==> config.mk <==
export PLATFORM = sky130hd
export DESIGN_NAME = aesd_keyexp
export DESIGN_NICKNAME = d
export VERILOG_FILES = /design/src/hdl/aesd_pkg.sv /design/src/hdl/aesd_keyexp.sv
export SDC_FILE = /design/constraint.sdc
export NUM_CORES = 2
export LEC_CHECK = 0
export BUFFER_PORTS_ARGS = -buffer_cell sky130_fd_sc_hd__buf_2
export CAP_MARGIN = 20
export CORE_AREA = 2 2 781 783
export CTS_CLUSTER_SIZE = 30
export DETAILED_ROUTE_END_ITERATION = 6
export DIE_AREA = 0 0 783 785
export SYNTH_ARGS = -nofsm -noshare
export SYNTH_HDL_FRONTEND = slang
export SYNTH_SLANG_ARGS = --single-unit
==> constraint.sdc <==
create_clock -name clk -period 23.1 [get_ports clk]
set_clock_uncertainty 0.1 [all_clocks]
set_input_delay 2.31 -clock clk [delete_from_list [all_inputs] [get_ports clk]]
set_output_delay 2.31 -clock clk [all_outputs]
set_load 0.01 [all_outputs]
==> src/hdl/aesd_pkg.sv <==
`timescale 1ns / 1ps
// ----------------------------------------------------------------------------
// aesd_pkg
// Shared types, S-box tables and GF(2^8) helpers for the AES-256 decryptor.
// ----------------------------------------------------------------------------
package aesd_pkg;

	localparam int NR      = 14;
	localparam int NK      = 8;
	localparam int SCHED_N = 4 * (NR + 1);
	localparam int CFG_N   = 4;

	typedef logic [127:0] blk_t;
	typedef logic [31:0]  word_t;
	typedef logic [7:0]   sbox_t [256];

	typedef enum logic [1:0] {
		RK_FIRST,
		RK_MID,
		RK_LAST
	} rnd_kind_t;

	typedef struct packed {
		logic vld;
		logic last;
		blk_t blk;
	} item_t;

	function automatic logic [7:0] gf_mul(input logic [7:0] a, input logic [7:0] b);
		logic [7:0] x;
		logic [7:0] y;
		logic [7:0] r;
		x = a;
		y = b;
		r = 8'h00;
		for (int i = 0; i < 8; i++) begin
			if (y[0]) begin
				r = r ^ x;
			end
			x = {x[6:0], 1'b0} ^ (x[7] ? 8'h1b : 8'h00);
			y = {1'b0, y[7:1]};
		end
		return r;
	endfunction

	function automatic logic [7:0] gf_inv(input logic [7:0] a);
		logic [7:0] sq;
		logic [7:0] r;
		sq = a;
		r  = 8'h01;
		for (int i = 0; i < 7; i++) begin
			sq = gf_mul(sq, sq);
			r  = gf_mul(r, sq);
		end
		return r;
	endfunction

	function automatic logic [7:0] rotl8(input logic [7:0] v, input int n);
		return (v << n) | (v >> (8 - n));
	endfunction

	// forward or inverse s-box, built at elaboration
	function automatic sbox_t gen_sbox(input logic inv);
		sbox_t      t;
		logic [7:0] x8;
		logic [7:0] v;
		logic [7:0] s;
		for (int x = 0; x < 256; x++) begin
			x8 = x[7:0];
			v  = gf_inv(x8);
			s  = v ^ rotl8(v, 1) ^ rotl8(v, 2) ^ rotl8(v, 3) ^ rotl8(v, 4) ^ 8'h63;
			if (inv) begin
				t[s] = x8;
			end else begin
				t[x8] = s;
			end
		end
		return t;
	endfunction

	localparam sbox_t SBOX     = gen_sbox(1'b0);
	localparam sbox_t INV_SBOX = gen_sbox(1'b1);

	function automatic word_t sub_word(input word_t w);
		word_t r;
		for (int i = 0; i < 4; i++) begin
			r[8*i +: 8] = SBOX[w[8*i +: 8]];
		end
		return r;
	endfunction

	function automatic logic [7:0] rcon(input logic [2:0] j);
		logic [7:0] r;
		case (j)
			3'd1:    r = 8'h01;
			3'd2:    r = 8'h02;
			3'd3:    r = 8'h04;
			3'd4:    r = 8'h08;
			3'd5:    r = 8'h10;
			3'd6:    r = 8'h20;
			3'd7:    r = 8'h40;
			default: r = 8'h00;
		endcase
		return r;
	endfunction

	function automatic word_t inv_mix_col(input word_t w);
		logic [7:0] a0;
		logic [7:0] a1;
		logic [7:0] a2;
		logic [7:0] a3;
		word_t      r;
		a0 = w[7:0];
		a1 = w[15:8];
		a2 = w[23:16];
		a3 = w[31:24];
		r[7:0]   = gf_mul(a0, 8'h0e) ^ gf_mul(a1, 8'h0b) ^ gf_mul(a2, 8'h0d) ^ gf_mul(a3, 8'h09);
		r[15:8]  = gf_mul(a0, 8'h09) ^ gf_mul(a1, 8'h0e) ^ gf_mul(a2, 8'h0b) ^ gf_mul(a3, 8'h0d);
		r[23:16] = gf_mul(a0, 8'h0d) ^ gf_mul(a1, 8'h09) ^ gf_mul(a2, 8'h0e) ^ gf_mul(a3, 8'h0b);
		r[31:24] = gf_mul(a0, 8'h0b) ^ gf_mul(a1, 8'h0d) ^ gf_mul(a2, 8'h09) ^ gf_mul(a3, 8'h0e);
		return r;
	endfunction

	function automatic blk_t inv_mix_blk(input blk_t b);
		blk_t r;
		for (int c = 0; c < 4; c++) begin
			r[32*c +: 32] = inv_mix_col(b[32*c +: 32]);
		end
		return r;
	endfunction

	function automatic blk_t inv_shift_sub(input blk_t b);
		blk_t r;
		for (int c = 0; c < 4; c++) begin
			for (int rr = 0; rr < 4; rr++) begin
				r[8*(rr + 4*c) +: 8] = INV_SBOX[b[8*(rr + 4*((c - rr + 4) % 4)) +: 8]];
			end
		end
		return r;
	endfunction

endpackage

==> src/hdl/aesd_keyexp.sv <==
`timescale 1ns / 1ps
// ----------------------------------------------------------------------------
// aesd_keyexp
// Key registers and a one-word-per-cycle key schedule for decryption.
// ----------------------------------------------------------------------------
module aesd_keyexp (
	input  logic                clk,
	input  logic                arst_n,
	input  logic                cfg_we,
	input  logic [1:0]          cfg_index,
	input  logic [63:0]         cfg_wdata,
	output logic                busy,
	output aesd_pkg::blk_t      rkey [aesd_pkg::NR + 1]
);

	logic [63:0]          key_q [aesd_pkg::CFG_N];
	logic                 busy_q;
	logic [5:0]           cnt_q;
	aesd_pkg::word_t      win_q [aesd_pkg::NK];
	aesd_pkg::blk_t       rk_q [aesd_pkg::NR + 1];
	logic [255:0]         key_all;
	aesd_pkg::word_t      w_prev;
	aesd_pkg::word_t      t_word;
	aesd_pkg::word_t      w_new;
	aesd_pkg::word_t      w_store;
	logic [3:0]           rnd;

	assign key_all = {key_q[3], key_q[2], key_q[1], key_q[0]};
	assign w_prev  = win_q[aesd_pkg::NK - 1];
	assign rnd     = cnt_q[5:2];

	always_comb begin
		case (cnt_q[2:0])
			3'd0:    t_word = aesd_pkg::sub_word({w_prev[7:0], w_prev[31:8]})
				^ {24'h0, aesd_pkg::rcon(cnt_q[5:3])};
			3'd4:    t_word = aesd_pkg::sub_word(w_prev);
			default: t_word = w_prev;
		endcase
		if (cnt_q < 6'(aesd_pkg::NK)) begin
			w_new = key_all[32*cnt_q[2:0] +: 32];
		end else begin
			w_new = win_q[0] ^ t_word;
		end
		// equivalent inverse cipher: middle round keys go through inverse mix
		if (rnd != 4'd0 && rnd != 4'(aesd_pkg::NR)) begin
			w_store = aesd_pkg::inv_mix_col(w_new);
		end else begin
			w_store = w_new;
		end
	end

	always_ff @(posedge clk or negedge arst_n) begin
		if (!arst_n) begin
			busy_q <= 1'b1;
			cnt_q  <= 6'd0;
			for (int i = 0; i < aesd_pkg::CFG_N; i++) begin
				key_q[i] <= 64'd0;
			end
		end else if (cfg_we) begin
			key_q[cfg_index] <= cfg_wdata;
			busy_q           <= 1'b1;
			cnt_q            <= 6'd0;
		end else if (busy_q) begin
			cnt_q <= cnt_q + 6'd1;
			if (cnt_q == 6'(aesd_pkg::SCHED_N - 1)) begin
				busy_q <= 1'b0;
			end
		end
	end

	always_ff @(posedge clk) begin
		if (busy_q && !cfg_we) begin
			for (int j = 0; j < aesd_pkg::NK - 1; j++) begin
				win_q[j] <= win_q[j + 1];
			end
			win_q[aesd_pkg::NK - 1]    <= w_new;
			rk_q[rnd][32*cnt_q[1:0] +: 32] <= w_store;
		end
	end

	assign busy = busy_q;
	assign rkey = rk_q;

endmodule

==> After elaboration in Yosys (flattened, before gate mapping) <==
Memory sizes are Yosys's and may differ from the RTL's.
Index checks and enable logic that the tools add are counted.
{ "word_totals": {"n_memories": 5, "elab_cells": 192, "romBits": 8192, "ramBits": 256, "ff_bits": 2183, "input_bits": 69, "out_inout_bits": 1921} }
{ "mem_list": {"columns": ["memory", "depth", "word_bits", "read_ports", "rd_ports_with_merged_regs", "write_ports", "line_no", "text"], "rows": [
  ["(no name shown)", 256, 8, 1, 0, 0, "aesd_pkg.sv:87", "r[8*i +: 8] = SBOX[w[8*i +: 8]];"],
  ["(no name shown)", 256, 8, 1, 0, 0, "aesd_pkg.sv:87", null],
  ["(no name shown)", 256, 8, 1, 0, 0, "aesd_pkg.sv:87", null],
  ["(no name shown)", 256, 8, 1, 0, 0, "aesd_pkg.sv:87", null],
  ["win_q", 8, 32, 8, 0, 8, "aesd_keyexp.sv:19", "aesd_pkg::word_t win_q [aesd_pkg::NK];"]
]} }
{ "classes": {"mux": 74, "reduce_logical": 8, "order_cmp": 9, "eq_ne": 10, "n_bitwise": 60, "shift": 3, "addsub": 2} }
{ "ops": {"columns": ["op", "count"], "rows": [
  ["$bwmux 1920", 1],
  ["$demux 128 s4", 1],
  ["$mux 8", 45],
  ["$xor 8x8->8", 40],
  ["$bwmux 256", 1],
  ["$shiftx 256x9->32", 1],
  ["$demux 64 s2", 1],
  ["$mux 128", 1],
  ["$shift 32x34->128 const A", 1],
  ["$shiftx 32x34->128", 1],
  ["$xor 8x5->8", 12],
  ["$mux 32", 2],
  ["$mux 64", 1],
  ["$pmux 32 s2", 1],
  ["$mux 5", 12],
  ["$pmux 7 s7", 1],
  ["$ge 9x9->1 const B", 4],
  ["$not 8->9", 4],
  ["$neg 7->34", 1],
  ["$xor 32x32->32", 1],
  ["$xor 32x8->32", 1],
  ["$eq 3x3->1 const B", 5],
  ["$mux 6", 2],
  ["$add 6x1->6 const B", 1],
  ["17 further kinds", 25]
]} }

==> Longest topological paths before layout <==
An unclocked memory read counts as a cell.
{ "depth": {"depth_word": 23, "ltp_mapped": 22, "ltp_nobuf": 17} }

==> Worst setup path after synthesis <==
Ideal clock, no wire load.
{ "synth_path": {"kind": "input port to flip-flop", "startpoint": "input cfg_we", "endpoint": "register rk_q (netlist bit rkey[1536]) (enable)", "arrival_ns": 18.366, "setup_time_ns": 0.461, "t_required_ns": 22.539, "path_slack_ns": 4.174, "n_path_buf": 1, "cell_stages": 4, "path_cell_list": "clkbuf_1 nor2b_1 nand2_1 nor3_1"} }
{ "synth_between": {"elab_chain_len": 2} }
{ "synth_rtl": {"columns": ["element", "line_no", "text"], "rows": [
  ["start: declaration", "aesd_keyexp.sv:9", "input logic cfg_we,"],
  ["$logic_not 1->1", "aesd_keyexp.sv:72", "if (busy_q && !cfg_we) begin"],
  ["$logic_and 1x1->1", "aesd_keyexp.sv:72", null],
  ["end signal: indexed assignment", "aesd_keyexp.sv:77", "rk_q[rnd][32*cnt_q[1:0] +: 32] <= w_store;"],
  ["end: declaration", "aesd_keyexp.sv:20", "aesd_pkg::blk_t rk_q [aesd_pkg::NR + 1];"]
]} }
Every way passes these cells.
A chain may end at the register's enable or synchronous reset.

==> out/metrics.csv <==
stage,metric,value,unit
setup_path,cp_slowest_cell,ha_1,
setup_path,cp_max_fo,37,
setup_path,start_kind,flop,
place,postPlaceCellArea,118000,um^2
routing,vias,68500,
setup_path,endpoint_kind,flop,
floorplan,die_area,615000,um^2
global_routing,grt.overflow.total,0,
cells_and_area,stdcell_area,127000,um^2
routing,drtPass1Iterations,6,
cells_and_area,synthToLayoutAreaGrowth,32.1,%
logic_synthesis,yosysTopAreaCell,edfxtp_1,
global_routing,grt_pass1_vias,62500,
pwr,power,13.0,mW
logic_synthesis,synth_top_area_share,0.677,
logic_synthesis,synthCells,5819,
routing,routed_via_density,4.19,
routing,ant_nets,0,
setup_path,r2r_slack,14.74,ns
routing,wl_per_cell,32.0,um
pwr,leakagePower,44.8,nW
clock_network,cts_hold_buf,0,
timing,hold_viol_final,0,
floorplan,die_y,785,um
logic_synthesis,yosysUniqueCellTypes,116,
floorplan,core_region_area,605000,um^2
global_routing,grt_max_degree,185,
pwr,p_int,8.61,mW
timing,setup_viol,0,
logic_synthesis,synth_area,96400,um^2
setup_path,cp_cell_sequence,buf_4 > clkinv_1 > ha_1 > nor2b_1 > o311a_1 > a21oi_1 > o32ai_1 > a311o_1 > a222oi_1 > o41ai_1 > nand3b_1 > xor2_4 > xnor2_1 > xnor3_1 > xnor3_1 > mux2_2 > nor2_4 > buf_4,
floorplan,start_util,0.159,
timing,finalSetupTns,0,ns
timing,relSlewSlack,0.0957,
timing,clock.fmax,120,MHz
timing,min_period,8.36,ns
routing,drcViolationCount,0,
pwr,switchingPower,4.39,mW
setup_path,crit_arrival,8.92,ns
flow_run,maxCapViolations,0,
place,portBuffers,1989,
status,outcome,"finished, final reports clean",
cells_and_area,fin_nets,8087,
clock_network,cts_tree,yes,
clock_network,cts-resized-gates,0,
logic_synthesis,synth_seq_area_share,0.746,
cells_and_area,fill_cells,64500,
place,hpwl,369000,um
place,gp_congestion,0.935,
setup_path,crit_type,reg2reg,
logic_synthesis,synth_nets,5950,
timing,fin_ws,14.74,ns
timing,rsz0062_at_grt,false,
pwr,p_comb_frac,0.271,
clock_network,cts_num_sinks,2439,
clock_network,post-cts-setup-buffers,0,
global_routing,grt_pass1_wl,652000,um
worst_hold_path,hold_path_class,reg2reg,
timing,worst_slew_pin_slew,1.36,ns
clock_network,h-tree-depth,5,
pwr,swShare,0.338,
pwr,seq_power_share,0.392,
pwr,ir_drop,80.8,uV
cells_and_area,utilization,0.210,
floorplan,fp-row-count,286,
floorplan,pin_count,1990,
setup_path,slowest_delay,0.99,ns
cells_and_area,drive_gt1_frac,0.409,
floorplan,die_x,783,um
routing,wirelength,523000,um
global_routing,grt_antenna_before_repair,131,
pwr,clock_power_share,0.337,
pwr,p_per_area,102,nW/um^2
logic_synthesis,ys_top_cells_by_area,"edfxtp_1 (68%), dfrtp_1 (6.8%), mux2_2 (3.3%)",
clock_network,numCtsBuffers,273,
global_routing,grtUsageTotal,0.160,
logic_synthesis,avgSynthCellArea,16.6,um^2
clock_network,clkLatencyLatePin,0.97,ns
place,pre_cts_ws,15.06,ns
logic_synthesis,ys_warn_count,0,
routing,drt_iter0_markers,11300,
clock_network,clk_path_buf_depth,4,
logic_synthesis,synth_edf_count,2176,
timing,drv_slew,0,
logic_synthesis,ys.flop_type,edfxtp_1,
clock_network,clkSlewWorstSetupHoldPaths,0.08,ns
clock_network,cts-root-buf,clkbuf_16,
setup_path,worstPathRequired,23.66,ns
logic_synthesis,async_reset_ff_frac,0.108,
timing,period_share,0.362,
logic_synthesis,yosys_register_bits,2439,
## Yosys cell counts, types with 23 or more instances
master,count
o221ai_1,38
ha_1,62
xnor2_1,125
and2_1,41
o211ai_1,42
nand2b_1,103
a31oi_1,47
a311oi_1,39
mux2_2,284
o31ai_1,37
buf_1,23
dfrtp_1,262
o311ai_0,41
o22ai_1,25
mux2i_1,50
a221oi_1,30
buf_2,118
clkbuf_1,185
and3_1,36
buf_4,29
a21o_1,26
o21ai_0,169
nor3_1,115
xor2_1,39
or3_1,36
buf_6,30
mux4_2,96
nand2_1,259
nand3_1,78
or2_2,26
edfxtp_1,2176
nor2_1,335
a21oi_1,159
a211oi_1,38
inv_1,51
nor2b_1,104
## placed cells by master, fill, tap and decap left out, drive strengths merged, types with 31 or more instances in the layout
master,count
a211oi,42
a21oi,165
a221oi,31
a311oi,39
a31oi,54
and2,44
and3,36
buf,2246
clkbuf,336
clkinv,116
dfrtp,262
diode,112
edfxtp,2176
ha,62
inv,88
mux2,284
mux2i,50
mux4,96
nand2,259
nand2b,103
nand3,80
nor2,337
nor2b,105
nor3,117
o211ai,43
o21ai,179
o221ai,38
o311ai,45
o31ai,37
or2,31
or3,36
xnor2,135
xor2,43
## state kept, by name, indices dropped and copies added (netlist names)
signal and count:
busy 1, key_all 256, win_q 256, cnt_q 6, rkey 1920
## critical path: cells and delay by family (launching register included)
family	cells	cell delay (ns)
buffers and inverters	3	1.37
muxes	1	0.39
and+or+nand+nor	3	1.24
adders and majority gates	1	0.99
xor gates and xnor gates	4	1.76
DFF	1	0.32
AOI/OAI and AO/OA	6	1.85
## power groups by stage
| stage | logic [mW] | clock network [mW] | registers (mW) |
|---|---|---|---|
| after floorplan | 1.98 | 0 | 5.19 |
| after global placement | 3.50 | 0 | 5.18 |
| after detailed placement | 3.46 | 0 | 5.19 |
| after CTS | 3.47 | 4.50 | 5.10 |
| after global routing | 3.66 | 4.65 | 5.11 |
| final | 3.53 | 4.38 | 5.10 |
## through the flow
stage	hold slack [ns]	cells
6_report	0.254	16400
5_1_grt	0.238	16200
4_1_cts	0.229	16200
3_5_place_dp	0.305	15700
3_3_place_gp	0.300	15700
2_1_floorplan	0.300	5819
## cell type report
class                      count  area [um^2]  area share
clock buffer                 336         7160      0.0562
sequential                  2439        71900       0.565
timing repair buffer        2247        12100      0.0952
antenna                      112          280     0.00220
multi-input combinational   2930        23900       0.187
tap                         8064        10100      0.0792
clock inverter               158         1650      0.0130
inverter                      65          244     0.00192
## worst paths after layout
| path | start | endpoint | depth (start not counted) |
|---|---|---|---|
| setup / recovery | win_q[1][96] | rkey[1764] | 18 |
| hold / removal | win_q[1][29] | win_q[0][125] | 0 |
| setup reg to reg | win_q[1][96] | rkey[1764] | 18 |
| hold reg to reg | win_q[1][29] | win_q[0][125] | 0 |
| max in group asynchronous | arst_n | key_all[142] | 3 |
| min in group asynchronous | arst_n | key_all[222] | 1 |
## per-layer routing
layer | global-route usage | vias up | wire, um
met3 | 0.0551 | 932 | 60300
met4 | 0.0707 | 58 | 24400
li1 | - | 27100 | -
met5 | 0 | - | 362
met1 | 0.200 | 35200 | 200000
met2 | 0.249 | 5178 | 238000
## cells by family after synthesis
family,count (synthesis),synth area share
AOI/OAI and AO/OA,976,0.0744
xor gates and xnor gates,202,0.0230
adders and majority gates,62,0.00804
buffers and inverters,450,0.0225
DFF,2439,0.746
muxes,430,0.0608
and+or+nand+nor,1260,0.0656
Note: power is estimated with default switching activity, not from simulation.
